--- src/cfd_pkg.sv ---
// command frame decoder package: phase type, result struct, code constants
// and the command text tables
// no dependencies
`default_nettype none

package cfd_pkg;

    typedef enum logic [1:0] {
        PH_HUNT    = 2'd0,
        PH_TENS    = 2'd1,
        PH_UNITS   = 2'd2,
        PH_PAYLOAD = 2'd3
    } t_phase;

    localparam logic [2:0] CMD_UNKNOWN  = 3'd0;
    localparam logic [2:0] CMD_ARM      = 3'd1;
    localparam logic [2:0] CMD_POWEROFF = 3'd2;
    localparam logic [2:0] CMD_ESTOP    = 3'd3;
    localparam logic [2:0] CMD_FAILACK  = 3'd4;

    localparam logic [1:0] REQ_NONE    = 2'd0;
    localparam logic [1:0] REQ_FAILURE = 2'd1;
    localparam logic [1:0] REQ_SAFETY  = 2'd2;

    localparam logic [7:0] CH_A    = 8'h41;
    localparam logic [7:0] CH_FIVE = 8'h35;
    localparam logic [7:0] CH_ZERO = 8'h30;
    localparam logic [7:0] CH_NINE = 8'h39;

    localparam int NUM_CMDS = 4;

    // byte 0 of each word is the first character
    localparam logic [NUM_CMDS-1:0][63:0] CMD_TEXT = {
        64'h004B_4341_4C49_4146,   // failack
        64'h0000_0050_4F54_5345,   // estop
        64'h4646_4F52_4557_4F50,   // poweroff
        64'h0000_0000_004D_5241    // arm
    };

    localparam logic [NUM_CMDS-1:0][6:0] CMD_LEN = {7'd7, 7'd5, 7'd8, 7'd3};

    typedef struct packed {
        logic       frame_done;
        logic [2:0] command;
        logic [1:0] state_request;
        logic       armed;
        logic       running;
    } t_result;

endpackage

`default_nettype wire

--- src/cfd_core.sv ---
// command frame decoder core: frame state registers and per-beat update
// depends on cfd_pkg
`default_nettype none

module cfd_core (
    input  wire logic             i_clk,
    input  wire logic             i_rst_n,
    input  wire logic             i_en,
    input  wire logic [7:0]       i_byte,
    output cfd_pkg::t_result      o_res
);

    cfd_pkg::t_phase r_phase, n_phase;
    logic [1:0] r_pre_pos, n_pre_pos;
    logic [3:0] r_tens, n_tens;
    logic [6:0] r_len, n_len;
    logic [6:0] r_count, n_count;
    logic [3:0] r_mask, n_mask;
    logic       r_armed, n_armed;
    logic       r_running, n_running;

    logic [7:0] pre_char;
    logic       is_digit;
    logic [3:0] digit;
    logic       restart;
    logic [6:0] len_calc;
    logic [3:0] len_mask;
    logic [3:0] pay_mask;
    logic [6:0] count_inc;

    assign pre_char  = r_pre_pos[0] ? cfd_pkg::CH_FIVE : cfd_pkg::CH_A;
    assign is_digit  = (i_byte >= cfd_pkg::CH_ZERO) && (i_byte <= cfd_pkg::CH_NINE);
    assign digit     = 4'(i_byte - cfd_pkg::CH_ZERO);
    assign restart   = (i_byte == cfd_pkg::CH_A);
    assign len_calc  = 7'({3'd0, r_tens} * 7'd10 + {3'd0, digit});
    assign count_inc = r_count + 7'd1;

    always_comb begin
        for (int k = 0; k < cfd_pkg::NUM_CMDS; k++) begin
            len_mask[k] = (cfd_pkg::CMD_LEN[k] == len_calc);
            pay_mask[k] = r_mask[k] && (r_count < cfd_pkg::CMD_LEN[k])
                && (cfd_pkg::CMD_TEXT[k][{3'(r_count[2:0]), 3'd0} +: 8] == i_byte);
        end
    end

    always_comb begin
        logic       finish;
        logic [3:0] fmask;
        n_phase   = r_phase;
        n_pre_pos = r_pre_pos;
        n_tens    = r_tens;
        n_len     = r_len;
        n_count   = r_count;
        n_mask    = r_mask;
        n_armed   = r_armed;
        n_running = r_running;
        finish    = 1'b0;
        fmask     = r_mask;
        o_res     = '0;
        unique case (r_phase)
            cfd_pkg::PH_HUNT: begin
                if (i_byte == pre_char) begin
                    if (r_pre_pos == 2'd3) begin
                        n_pre_pos = 2'd0;
                        n_phase   = cfd_pkg::PH_TENS;
                    end else begin
                        n_pre_pos = r_pre_pos + 2'd1;
                    end
                end else begin
                    n_pre_pos = {1'b0, restart};
                end
            end
            cfd_pkg::PH_TENS: begin
                if (is_digit) begin
                    n_tens  = digit;
                    n_phase = cfd_pkg::PH_UNITS;
                end else begin
                    n_phase   = cfd_pkg::PH_HUNT;
                    n_pre_pos = {1'b0, restart};
                end
            end
            cfd_pkg::PH_UNITS: begin
                if (is_digit) begin
                    n_len   = len_calc;
                    n_count = 7'd0;
                    n_mask  = len_mask;
                    fmask   = len_mask;
                    if (len_calc == 7'd0) begin
                        finish = 1'b1;
                    end else begin
                        n_phase = cfd_pkg::PH_PAYLOAD;
                    end
                end else begin
                    n_phase   = cfd_pkg::PH_HUNT;
                    n_pre_pos = {1'b0, restart};
                end
            end
            cfd_pkg::PH_PAYLOAD: begin
                n_mask  = pay_mask;
                fmask   = pay_mask;
                n_count = count_inc;
                if (count_inc >= r_len) begin
                    finish = 1'b1;
                end
            end
            default: begin
                n_phase = cfd_pkg::PH_HUNT;
            end
        endcase

        if (finish) begin
            o_res.frame_done = 1'b1;
            if (fmask[0]) begin
                o_res.command = cfd_pkg::CMD_ARM;
                n_armed       = ~r_armed;
            end else if (fmask[1]) begin
                o_res.command = cfd_pkg::CMD_POWEROFF;
                n_running     = 1'b0;
            end else if (fmask[2]) begin
                o_res.command       = cfd_pkg::CMD_ESTOP;
                o_res.state_request = cfd_pkg::REQ_FAILURE;
            end else if (fmask[3]) begin
                o_res.command       = cfd_pkg::CMD_FAILACK;
                o_res.state_request = cfd_pkg::REQ_SAFETY;
            end else begin
                o_res.command       = cfd_pkg::CMD_UNKNOWN;
                o_res.state_request = cfd_pkg::REQ_NONE;
            end
            n_phase   = cfd_pkg::PH_HUNT;
            n_pre_pos = 2'd0;
            n_count   = 7'd0;
            n_mask    = 4'hF;
        end
        o_res.armed   = n_armed;
        o_res.running = n_running;
    end

    always_ff @(posedge i_clk) begin
        if (!i_rst_n) begin
            r_phase   <= cfd_pkg::PH_HUNT;
            r_pre_pos <= 2'd0;
            r_tens    <= 4'd0;
            r_len     <= 7'd0;
            r_count   <= 7'd0;
            r_mask    <= 4'hF;
            r_armed   <= 1'b0;
            r_running <= 1'b1;
        end else if (i_en) begin
            r_phase   <= n_phase;
            r_pre_pos <= n_pre_pos;
            r_tens    <= n_tens;
            r_len     <= n_len;
            r_count   <= n_count;
            r_mask    <= n_mask;
            r_armed   <= n_armed;
            r_running <= n_running;
        end
    end

`ifndef SYNTHESIS
    a_done_to_hunt: assert property (@(posedge i_clk) disable iff (!i_rst_n)
        (i_en && o_res.frame_done) |=> (r_phase == cfd_pkg::PH_HUNT && r_mask == 4'hF))
        else $error("frame end did not return to hunting");
    a_req_cmd: assert property (@(posedge i_clk) disable iff (!i_rst_n)
        (o_res.state_request != cfd_pkg::REQ_NONE) |->
        (o_res.frame_done && (o_res.command == cfd_pkg::CMD_ESTOP
                              || o_res.command == cfd_pkg::CMD_FAILACK)))
        else $error("state request without matching command");
    a_armed_hold: assert property (@(posedge i_clk) disable iff (!i_rst_n)
        (!(i_en && o_res.frame_done && o_res.command == cfd_pkg::CMD_ARM)) |=> $stable(r_armed))
        else $error("armed flag changed without arm command");
    a_running_sticky: assert property (@(posedge i_clk) disable iff (!i_rst_n)
        (!r_running) |=> (!r_running))
        else $error("running flag set again after power off");
`endif

endmodule

`default_nettype wire

--- src/command_frame_decoder.sv ---
// an accepted input beat is held in the input register, then its core result is held in the output register
// throughput: one byte per cycle while the sink keeps up, set by the single-pass update in cfd_core
// output register frees when taken, so input stays ready while the sink keeps up
// reset: synchronous active low; hunting preamble, armed clear, running set
// depends on cfd_pkg and cfd_core
`default_nettype none

module command_frame_decoder (
    input  wire logic       i_clk,
    input  wire logic       i_rst_n,
    input  wire logic       i_s_tvalid,
    output      logic       o_s_tready,
    input  wire logic [7:0] i_s_tdata,   // rx_byte[7:0]
    output      logic       o_m_tvalid,
    input  wire logic       i_m_tready,
    output      logic [7:0] o_m_tdata,   // command[2:0], state_request[4:3], armed[5], running[6]
    output      logic       o_m_tlast    // frame_done
);

    logic            r_in_valid;
    logic [7:0]      r_in_byte;
    logic            r_out_valid;
    cfd_pkg::t_result r_out_res;
    cfd_pkg::t_result core_res;
    logic            adv;
    logic            core_en;

    assign adv        = !r_out_valid || i_m_tready;
    assign core_en    = r_in_valid && adv;
    assign o_s_tready = !r_in_valid || adv;

    cfd_core u_core (
        .i_clk   (i_clk),
        .i_rst_n (i_rst_n),
        .i_en    (core_en),
        .i_byte  (r_in_byte),
        .o_res   (core_res)
    );

    always_ff @(posedge i_clk) begin
        if (!i_rst_n) begin
            r_in_valid  <= 1'b0;
            r_out_valid <= 1'b0;
        end else begin
            if (o_s_tready) begin
                r_in_valid <= i_s_tvalid;
            end
            if (adv) begin
                r_out_valid <= r_in_valid;
            end
        end
    end

    always_ff @(posedge i_clk) begin
        if (o_s_tready && i_s_tvalid) begin
            r_in_byte <= i_s_tdata;
        end
        if (core_en) begin
            r_out_res <= core_res;
        end
    end

    assign o_m_tvalid = r_out_valid;
    assign o_m_tlast  = r_out_res.frame_done;
    assign o_m_tdata  = {1'b0, r_out_res.running, r_out_res.armed,
                         r_out_res.state_request, r_out_res.command};

endmodule

`default_nettype wire
--- config.mk ---
export PLATFORM = sky130hd
export DESIGN_NAME = command_frame_decoder
export DESIGN_NICKNAME = d
export VERILOG_FILES = /design/src/cfd_pkg.sv /design/src/cfd_core.sv /design/src/command_frame_decoder.sv
export SDC_FILE = /design/constraint.sdc
export NUM_CORES = 1
export LEC_CHECK = 0
export BUFFER_PORTS_ARGS = -buffer_cell sky130_fd_sc_hd__buf_2
export CORE_ASPECT_RATIO = 0.5
export CORE_MARGIN = 3
export CORE_UTILIZATION = 61
export CTS_BUF_LIST = sky130_fd_sc_hd__clkbuf_8
export CTS_CLUSTER_DIAMETER = 30
export DETAILED_ROUTE_END_ITERATION = 8
export PLACE_DENSITY = 0.81
export SKIP_LAST_GASP = 1
export SLEW_MARGIN = 15
export SYNTH_ARGS = -nofsm -noshare
export SYNTH_HDL_FRONTEND = slang
export SYNTH_SLANG_ARGS = --single-unit
--- constraint.sdc ---
create_clock -name i_clk -period 10.28 [get_ports i_clk]
set_clock_uncertainty 0.2 [all_clocks]
set_input_delay 1.028 -clock i_clk [delete_from_list [all_inputs] [get_ports i_clk]]
set_output_delay 1.028 -clock i_clk [all_outputs]
set_load 0.1 [all_outputs]
* Yosys cells after proc, flatten, opt, wreduce, memory -nomap -nowiden *
Index checks and enable logic that the tools add are counted.

storage, ports and cells
  input bits = 12
  flip-flop bits (word level) = 46
  output and inout port bits = 11

operators by class
  bitwise gates (word level) = 2
  eq/ne operators = 19
  order comparisons = 7
  muxes and demuxes = 35
  $mul = 1
  add/subtract/negate cells = 4
  reduce and logical (&&, ||, !) cells = 29
  shift-type cells = 4

operators by type and width
  operator                                                    number
  indexed part select 64 x 7 -> 8 bit (first input constant)  4
  equality test 8 bit                                         4
  two-way mux 2 bit                                           12
  two-way mux 7 bit                                           3
  equality test 3 x 7 -> 1 bit (first input constant)         2
  < comparator 7 x 3 -> 1 bit (second input constant)         2
  one-hot mux 7 bit (2 select lines)                          1
  AND reduction 3 bit                                         4
  logical AND 1 bit                                           11
  two-way mux 5 bit                                           2
  != test 3 x 1 -> 1 bit (second input constant)              3
  equality test 8 x 7 -> 1 bit                                1
  equality test 8 x 7 -> 1 bit (second input constant)        1
  >= comparator 8 x 6 -> 1 bit (second input constant)        1
  <= comparator 8 x 6 -> 1 bit (second input constant)        1
  two-way mux 1 bit                                           8
  two-way mux 4 bit                                           2
  one-hot mux 4 bit (2 select lines)                          1
  adder 7 x 1 -> 7 bit (second input constant)                1
  adder 7 x 4 -> 7 bit                                        1
  equality test 2 x 7 -> 1 bit (first input constant)         1
  equality test 4 x 7 -> 1 bit (first input constant)         1
  >= comparator 7 bit                                         1
  zero test 7 bit                                             1
  24 further kinds                                            32

* Longest topological paths before layout *
Gate-level depths: netlist of the first run.

  depth in word-level cells = 10
  gate-level depth with buffers = 12

* Hierarchy *
Synthesis of the first run repeated with hierarchy kept, for this count alone.

second synthesis, totals
  cell total of the unflattened synthesis = 359
  area, all modules = 3215.6 µm²

by module, submodules not included
  module                 cells an instance  sequential area each (µm²)  instances  area an instance (µm²)
  cfd_core               332                560.5                       1          2620.0
  command_frame_decoder  27                 520.5                       1          595.6

* Worst setup path after synthesis of the first run *
OpenSTA, ideal clock, no wires.

  path kind = register -> register
  start = register u_core.r_count[0]
  end = register u_core.r_count[0]
  path slack = 6.973 ns
  stages on the path, launching flop included = 13
  library setup time = 0.070 ns
  arrival time = 3.036 ns
  required time = 10.010 ns
  cell sequence = dfxtp_1 -> ha_1 -> and2_1 -> nand2_1 -> nor2_1 -> xor2_1 -> ha_1 -> and2_1 -> a221o_1 -> a41o_1 -> nor3b_1 -> nand3_1 -> a21oi_1

between the ends
  word-level cells in the longest chain between the ends = 6
  elaborated cells on any way between the ends = 9

ends and longest elaborated chain
  element                                                                        line             text
  start, declared                                                                cfd_core.sv:17   logic [6:0] r_count, n_count;
  start signal, assigned                                                         cfd_core.sv:153  r_count <= n_count;
  adder 7 x 1 -> 7 bit (*)                                                       cfd_core.sv:36   assign count_inc = r_count + 7'd1;
  >= comparator 7 bit                                                            cfd_core.sv:102  if (count_inc >= r_len) begin
  two-way mux 1 bit                                                              cfd_core.sv:102
  one-hot mux 1 bit (2 select lines)                                             cfd_core.sv:60   unique case (r_phase)
  != test 3 x 1 -> 1 bit (no source line) or nonzero test 3 bit (tied branches)  -
  AND reduction 3 bit (no source line)                                           -

Mark *: on every way between the ends. The rest lies on a longest branch, timed or not.
A chain may end at the register's enable or synchronous reset.

* Worst setup path in the final report of the first run *
Same ends and word-level chain as after synthesis.

==> results of run 1 <==
==> synthesized netlist by cell type (10+ instances only) <==
library cell	count	share of area
nor3_1	13	0.020
nand2_1	21	0.024
xnor2_1	14	0.038
nor2_1	36	0.042
nand3_1	14	0.022
mux2i_1	10	0.031
ha_1	28	0.11
dfxtp_1	30	0.19
o21ai_0	10	0.016
edfxtp_1	15	0.14
a21oi_1	21	0.033
inv_1	19	0.022
clkbuf_1	11	0.013
==> worst paths after layout <==
kind              slack [ns]                             end  depth (start not counted)                      startpoint
hold / removal          0.27   u_core.r_running$_SDFFE_PN1P_                          2   u_core.r_running$_SDFFE_PN1P_
setup / recovery        6.36  u_core.r_count[0]$_SDFFE_PN0P_                         12  u_core.r_count[0]$_SDFFE_PN0P_
hold reg to reg         0.27   u_core.r_running$_SDFFE_PN1P_                          2   u_core.r_running$_SDFFE_PN1P_
setup reg to reg        6.36  u_core.r_count[0]$_SDFFE_PN0P_                         12  u_core.r_count[0]$_SDFFE_PN0P_
==> logic make-up after synthesis <==
| logic type | share of synthesized area |
|---|---|
| flops | 0.327 |
| buf+inv | 0.0622 |
| other cells | 0.00117 |
| xor+xnor | 0.0626 |
| fa+ha+maj | 0.121 |
| simple gates | 0.228 |
| compound gates | 0.167 |
| mux | 0.0311 |
==> state kept, by name, indices dropped and copies added, names as in the netlist, 2 cells and up <==
name	count
r_in_byte	8
u_core.r_tens	4
u_core.r_count	7
o_m_tdata	6
u_core.r_len	7
u_core.r_pre_pos	2
u_core.r_phase	2
u_core.r_mask	4
==> per-layer routing <==
layer | share of wire | up-vias | global-route usage
li1 | - | 1337 | -
met1 | 0.47 | 1281 | 0.359
met2 | 0.42 | 105 | 0.366
met3 | 0.099 | 9 | 0.0689
met4 | 0.0066 | 0 | 0.0612
met5 | 0 | - | 0
==> power groups by stage <==
stage / sequential [mW] / clock (mW) / combinational [mW]
2_1_floorplan: 0.203 / 0 / 0.0204
3_3_place_gp: 0.197 / 0 / 0.0323
5_1_grt: 0.194 / 0.114 / 0.0356
3_5_place_dp: 0.197 / 0 / 0.0329
4_1_cts: 0.193 / 0.106 / 0.0330
6_report: 0.193 / 0.107 / 0.0331
==> area by class of cell <==
type,instances,share of cell area
Clock buffer,5,0.0204
Tap cell,66,0.0245
Multi-Input combinational cell,278,0.583
Timing Repair Buffer,21,0.0312
Sequential cell,45,0.312
Inverter,23,0.0256
Clock inverter,3,0.00371
==> critical path: cells and delay by family, from the launching register on <==
kind / cells / cell delay [ns]
compound gates: 3 / 0.75
xor+xnor: 1 / 0.22
fa+ha+maj: 2 / 0.56
flops: 1 / 0.56
simple gates: 6 / 1.53
==> out/metrics.cfg, run 1 <==
[clock_network]
cts_setup_buffers=0
cts_hold_buf=0
cts_tree=built
root_buffer=clkbuf_8
cts_buffer_depth=2
cts_htree_levels=2
cts_buffers=5
cts.clk_slew.worst_paths_ns=0.09
post_cts_resized=0
clock_latency_ns=0.30
cts_sinks=45

[run_status]
outcome=finished, final reports clean

[critical_path]
critPathArrivalTime_ns=3.94
path_max_fanout=12
crit_type=reg2reg
setup.worst_path.end_class=register
crit_path_start_kind=register
critPathRequiredTime_ns=10.29
slowest_stage=nor3b_1
path_cells=ha_1, and2_1, nand2_1, nor2_1, xor2_1, ha_1, and2_1, a221o_1, a41o_1, nor3b_1, nand3_1, a21oi_1
max_stage_delay_ns=0.73

[layout]
num_antenna_cells=0
layout_common_cells=36 x nor2_1, 30 x dfxtp_1, 28 x ha_1
fin_area_sq_mm=0.00337
final_util=0.714
final_cells=441
fin_nets=416
final_common_cell=nor2_1
fillers=407
multi_input_area_sq_mm=0.00197
drive_gt1_frac=0.0933
seq_area_sq_mm=0.00105
area_growth_pct=4.82

[yosys]
syn_nets=409
ys_seq_area_frac=0.327
syn-cell-area_sq_mm=0.00322
synth_seq_cells=45
synth.distinct_cells=64
netlist_instances=367
synth-edff-count=15
avgSynthCellArea_sq_um=8.77
yosys_warnings=0
synth_ff_type=dfxtp_1
async_flop_share=0

[sta]
fin_crit_sh=0.382
fmax_mhz=255
tns_ns=0
setup_viol=0
slew-limit-headroom=0.432
finalWorstSetupSlack_ns=6.36
holdWs_ns=0.270
finalCriticalPeriod_ns=3.92
hold_viol_final=0
worst_slew_pin_slew_ns=0.851
drv_slew=0
rsz0062_at_grt=no

[placed_design]
port_buffers=21
dp_hpwl_mm=5.62
place.gp.congestion=0.962
dp_slack_ns=6.41
placed_area_sq_mm=0.00329
dp_cells=433

[min_path]
hold_class=reg2reg

[pwr]
power_uw=333
powerDensity_mw_per_mm2=98.8
pwr-share-seq=0.580
max-vdd-ir-drop_v=0.0000859
combPwrFrac=0.099
power.internal_uw=241
clock_power_share=0.321
power.switching_uw=92.0
p_leak_nw=1.31
swShare=0.276

[floorplan]
die-width_um=109
num_io_pins=23
core-area_sq_mm=0.00472
die-area_sq_mm=0.00624
core.rowCount=17
fp.dieH_um=57.4
start_util=0.682

[detailed_routing]
vias=2732
routed_wl_mm=7.33
via_per_inst=6.20
drt_iter0_drc=301
first_pass_iters=5
wire_per_inst_um=16.6
drc_errors=0
ant_nets=0

[global_route]
grt_max_degree=27
grt_use_total=0.248
grt_pass1_wl_mm=12.2
grt_overflow=0
grt_pass1_vias=2545
antenna_found_initial=0

[job]
maxCapViolations=0

Power figures use the tool's default switching activity.
==> run 2, diff against run 1 <==
Clock period 10.28 ns to 3.64 ns, I/O delays scaled along.
==> run 2 against run 1 <==
- combinational power rose to 3.3 times the previous value
- non-clock buffer count rose by 16
- routed wire length rose by 7.5%
- cell count rose by 3.6%
- critical endpoint is now o_m_tdata[2]$_SDFFCE_PP0P_
==> out/metrics.cfg, run 2 (synthesis gave the netlist of run 1 again) <==
[job]
maxCapViolations=0

[critical_path]
crit_top_cell=ha_1
crit_type=reg2reg
slowest_stage=o31ai_1
crit_path_start_kind=register
path_max_fanout=4
setup.worst_path.end_class=register
critPathArrivalTime_ns=3.47
path_cells=ha_1, ha_1, inv_1, fa_1, nand2b_1, a211oi_1, a311oi_1, or3_1, o31ai_1, and4_1
max_stage_delay_ns=0.51
critPathRequiredTime_ns=3.62

[clock_network]
cts_htree_levels=2
cts_tree=built
root_buffer=clkbuf_8
cts_buffer_depth=2
cts_buffers=5
cts_sinks=45
cts.clk_slew.worst_paths_ns=0.09
clock_latency_ns=0.31

[pwr]
swShare=0.291
power.internal_uw=691
pwr-share-seq=0.551
combPwrFrac=0.113
power.switching_uw=283
clock_power_share=0.336
p_leak_nw=1.37
max-vdd-ir-drop_v=0.000182
powerDensity_mw_per_mm2=278

[placed_design]
port_buffers=21
dp_cells=448
place.gp.congestion=0.954
dp_hpwl_mm=6.04

[global_route]
grt_overflow=0
grt_pass1_vias=2747
grt_pass1_wl_mm=13.0
antenna_found_initial=0
grt_max_degree=19
grt_use_total=0.265

[floorplan]
num_io_pins=23
fp.dieH_um=57.4
start_util=0.682
core.rowCount=17
die-area_sq_mm=0.00624
core-area_sq_mm=0.00472
die-width_um=109

[detailed_routing]
first_pass_iters=5
via_per_inst=6.27
ant_nets=0
drt_iter0_drc=225
wire_per_inst_um=17.2
routed_wl_mm=7.88
drc_errors=0
vias=2866

[layout]
drive_gt1_frac=0.138
largest_reg_flops=8
num_antenna_cells=0
multi_input_area_sq_mm=0.00197
layout_common_cells=36 x nor2_1, 29 x dfxtp_1, 28 x ha_1
fillers=370
largest-register=r_in_byte
fin_nets=432
final_common_cell=nor2_1
final_cells=457
seq_area_sq_mm=0.00105
largestRegisters=r_in_byte x8, u_core.r_count x7, u_core.r_len x7
area_growth_pct=8.90

[sta]
drv_slew=0
hold_viol_final=0
rsz0062_at_grt=no
fin_crit_sh=0.958
finalCriticalPeriod_ns=3.49
holdWs_ns=0.0239
tns_ns=0
setup_viol=0
fmax_mhz=287
slew-limit-headroom=0.551
worst_slew_pin_slew_ns=0.668

[run_status]
outcome=finished, final reports clean

[min_path]
hold_class=in2reg

==> run 2: repair_timing <==
| item | CTS | global route |
|---|---|---|
| hold buffers | 0 | 0 |
| buffers inserted | 0 | 1 |
| gates resized for setup | 0 | 1 |
| endpoints found under the setup margin | 0 | 7 |
==> run 2: final timing paths <==
check | cells past startpoint | slack (ns) | endpoint | startpoint
hold reg to reg | 2 | 0.26 | u_core.r_running$_SDFFE_PN1P_ | u_core.r_running$_SDFFE_PN1P_
hold / removal | 1 | 0.02 | r_in_byte[5]$_DFFE_PP_ | i_s_tdata[5]
setup / recovery | 10 | 0.15 | o_m_tdata[2]$_SDFFCE_PP0P_ | u_core.r_tens[1]$_SDFFE_PN0P_
setup reg to reg | 10 | 0.15 | o_m_tdata[2]$_SDFFCE_PP0P_ | u_core.r_tens[1]$_SDFFE_PN0P_
==> run 2: stage by stage <==
stage           util  setup slack (ns)  area (sq um)  total power, mW
2_1_floorplan      -             0.333          3220            0.631
4_1_cts        0.740            0.0733          3500            0.971
6_report       0.742             0.153          3500            0.974
3_3_place_gp   0.721             0.243          3400            0.654
3_5_place_dp   0.721            0.0983          3400            0.657
5_1_grt        0.742            0.0228          3500             1.01
==> run 2: power groups by stage <==
stage               registers (mW)  clock network, mW  logic, mW
floorplan                    0.574                  0     0.0577
global placement             0.548                  0      0.106
detailed placement           0.548                  0      0.109
CTS                          0.537              0.326      0.109
global route                 0.538              0.354      0.117
finish                       0.536              0.328      0.110
==> run 2: layout make-up <==
| cell class | count | share of cell area |
|---|---|---|
| Sequential cell | 45 | 0.300 |
| Inverter | 23 | 0.0246 |
| Multi-Input combinational cell | 278 | 0.561 |
| Tap cell | 66 | 0.0236 |
| Clock buffer | 5 | 0.0196 |
| Clock inverter | 3 | 0.00643 |
| Timing Repair Buffer | 37 | 0.0643 |
==> run 2: layer usage <==
metal  wire, um  share of wire  vias up  global-route usage
li1           -              -     1365                   -
met1       3500           0.44     1344               0.372
met2       3420           0.43      141               0.420
met3        869           0.11       16              0.0531
met4         93          0.012        0              0.0647
met5          0              0        -                   0
==> run 2: worst max-delay path, delay by kind of cell (launching register included) <==
family | cells | cell delay [ns]
compound gates | 3 | 0.82
buf+inv | 1 | 0.07
simple gates | 3 | 0.91
fa+ha+maj | 3 | 0.95
flops | 1 | 0.41
==> run 3, diff against run 2 <==
Settings changed: CORE_UTILIZATION 61 to 36, PLACE_DENSITY 0.81 to unset.
==> run 3 against run 2 <==
- clock power decreased by 4%
- largest cell class unchanged
- cell area increased by 1.4%
- critical path depth unchanged
==> out/metrics.cfg, run 3 (synthesis gave the netlist of run 1 again) <==
[run_status]
outcome=finished, final reports clean

[floorplan]
start_util=0.386
num_io_pins=23
fp.dieH_um=72.9
die-area_sq_mm=0.0102
core-area_sq_mm=0.00835
die-width_um=140
core.rowCount=23

[sta]
drv_slew=0
tns_ns=0
slew-limit-headroom=0.570
hold_viol_final=0
holdWs_ns=0.0287
fmax_mhz=294
worst_slew_pin_slew_ns=0.645
finalWorstSetupSlack_ns=0.243
setup_viol=0
fin_crit_sh=0.933
finalCriticalPeriod_ns=3.40
rsz0062_at_grt=no

[layout]
fin_nets=429
final_cells=500
drive_gt1_frac=0.139
largest-register=r_in_byte
area_growth_pct=10.5
final_common_cell=nor2_1
layout_common_cells=36 x nor2_1, 28 x ha_1, 28 x dfxtp_1
largestRegisters=r_in_byte x8, u_core.r_count x7, u_core.r_len x7
num_antenna_cells=0
largest_reg_flops=8

[critical_path]
path_cells=ha_1, ha_1, inv_1, fa_1, nand2b_1, a211oi_2, a311oi_2, or4b_4, a211oi_4, a21oi_1
crit_top_cell=ha_1
max_stage_delay_ns=0.63
crit_type=reg2reg
timing.rr.start=u_core.r_tens[1]$_SDFFE_PN0P_
crit_path_start_kind=register
r2r_end=o_m_tdata[6]$_DFFE_PP_
path_max_fanout=5
slowest_stage=or4b_4
path_depth=10
critPathArrivalTime_ns=3.25
ff2ff_path_depth=10
crit_buf_inv=1
cpLargestDelayFamily=adder cells
setup.worst_path.end_class=register
critPathRequiredTime_ns=3.50
r2r_slack_ns=0.24

[placed_design]
dp_hpwl_mm=5.82
place.gp.congestion=0.855
dp_slack_ns=0.204
dp_cells=492
port_buffers=21

[pwr]
powerDensity_mw_per_mm2=271
pwr-share-seq=0.560
power.switching_uw=274
combPwrFrac=0.111
power.internal_uw=688
p_leak_nw=1.37
power_uw=962
clock_power_share=0.329
max-vdd-ir-drop_v=0.000149
swShare=0.285

[global_route]
antenna_found_initial=0
grt_pass1_wl_mm=12.9
grt_overflow=0
grt_max_degree=27
grt_pass1_vias=2521
grt_use_total=0.158

[clock_network]
root_buffer=clkbuf_8
cts_htree_levels=2
clock_latency_ns=0.31
cts_sinks=45
cts_setup_buffers=0
cts.clk_slew.worst_paths_ns=0.09
cts_buffer_depth=2
cts_tree=built
cts_buffers=5

[job]
maxCapViolations=0

[min_path]
min_from=i_s_tdata[0]
hold_class=in2reg
worstHoldPathCells=1
holdPathEnd=r_in_byte[0]$_DFFE_PP_

[detailed_routing]
vias=2722
drt_iter0_drc=249
routed_wl_mm=7.75
via_per_inst=5.44
first_pass_iters=5
ant_nets=0
wire_per_inst_um=15.5
drc_errors=0

-- run 3: changes by cell type in the layout (fill, tap and decap cells not counted), sizes merged --
cell      change
inv           +1
clkinvlp      -1
buf           -3
-- run 3: worst register-to-register path: cells and delay by family (launching register included) --
kind | cells | cell delay [ns]
DFF | 1 | 0.35
adders and majority gates | 3 | 0.95
buffers and inverters | 1 | 0.07
AOI/OAI and AO/OA | 4 | 0.72
and+or+nand+nor | 2 | 0.86
-- run 3: through the flow --
stage          utilization  cell area (sq um)
6_report             0.426               3550
5_1_grt              0.426               3550
4_1_cts              0.424               3530
3_5_place_dp         0.413               3450
3_3_place_gp         0.413               3450
2_1_floorplan            -               3220
-- run 3: what timing repair did --
| item | CTS | global route |
|---|---|---|
| setup endpoints to repair | 0 | 11 |
| hold buffers | 0 | 0 |
| gates resized for setup | 0 | 5 |
-- run 3: area by class of cell --
| cell class | count | area [sq um] |
|---|---|---|
| clock buffer | 5 | 68.8 |
| clock inverter | 3 | 18.8 |
| fill | 838 | 4790 |
| inverter | 23 | 86.3 |
| multi-input combinational | 278 | 1980 |
| sequential | 45 | 1050 |
| tap | 112 | 140 |
| timing repair buffer | 34 | 203 |
-- run 3: metal layers --
layer | GRT usage | up-vias | wire length, um
met5 | 0 | - | 0
met4 | 0.0354 | 0 | 70
met3 | 0.0340 | 6 | 395
met2 | 0.238 | 66 | 3220
met1 | 0.234 | 1290 | 4060
li1 | - | 1360 | -
-- run 3: power groups by stage --
stage / registers [mW] / logic [mW] / clock network, mW
6_report: 0.539 / 0.107 / 0.316
3_5_place_dp: 0.551 / 0.106 / 0
3_3_place_gp: 0.550 / 0.106 / 0
5_1_grt: 0.541 / 0.113 / 0.348
2_1_floorplan: 0.574 / 0.0577 / 0
4_1_cts: 0.539 / 0.106 / 0.329
-- run 3: worst max path at each step --
stage | startpoint | slack (ns) | endpoint
floorplan | u_core.r_count[0]$_SDFFE_PN0P_ | 0.33 | u_core.r_count[0]$_SDFFE_PN0P_
global placement | u_core.r_tens[1]$_SDFFE_PN0P_ | 0.26 | o_m_tdata[6]$_DFFE_PP_
detailed placement | u_core.r_tens[3]$_SDFFE_PN0P_ | 0.20 | o_m_tdata[6]$_DFFE_PP_
CTS | u_core.r_tens[1]$_SDFFE_PN0P_ | 0.18 | o_m_tdata[6]$_DFFE_PP_
global route | u_core.r_tens[1]$_SDFFE_PN0P_ | 0.05 | o_m_tdata[3]$_SDFFCE_PP0P_
finish | u_core.r_tens[1]$_SDFFE_PN0P_ | 0.24 | o_m_tdata[6]$_DFFE_PP_
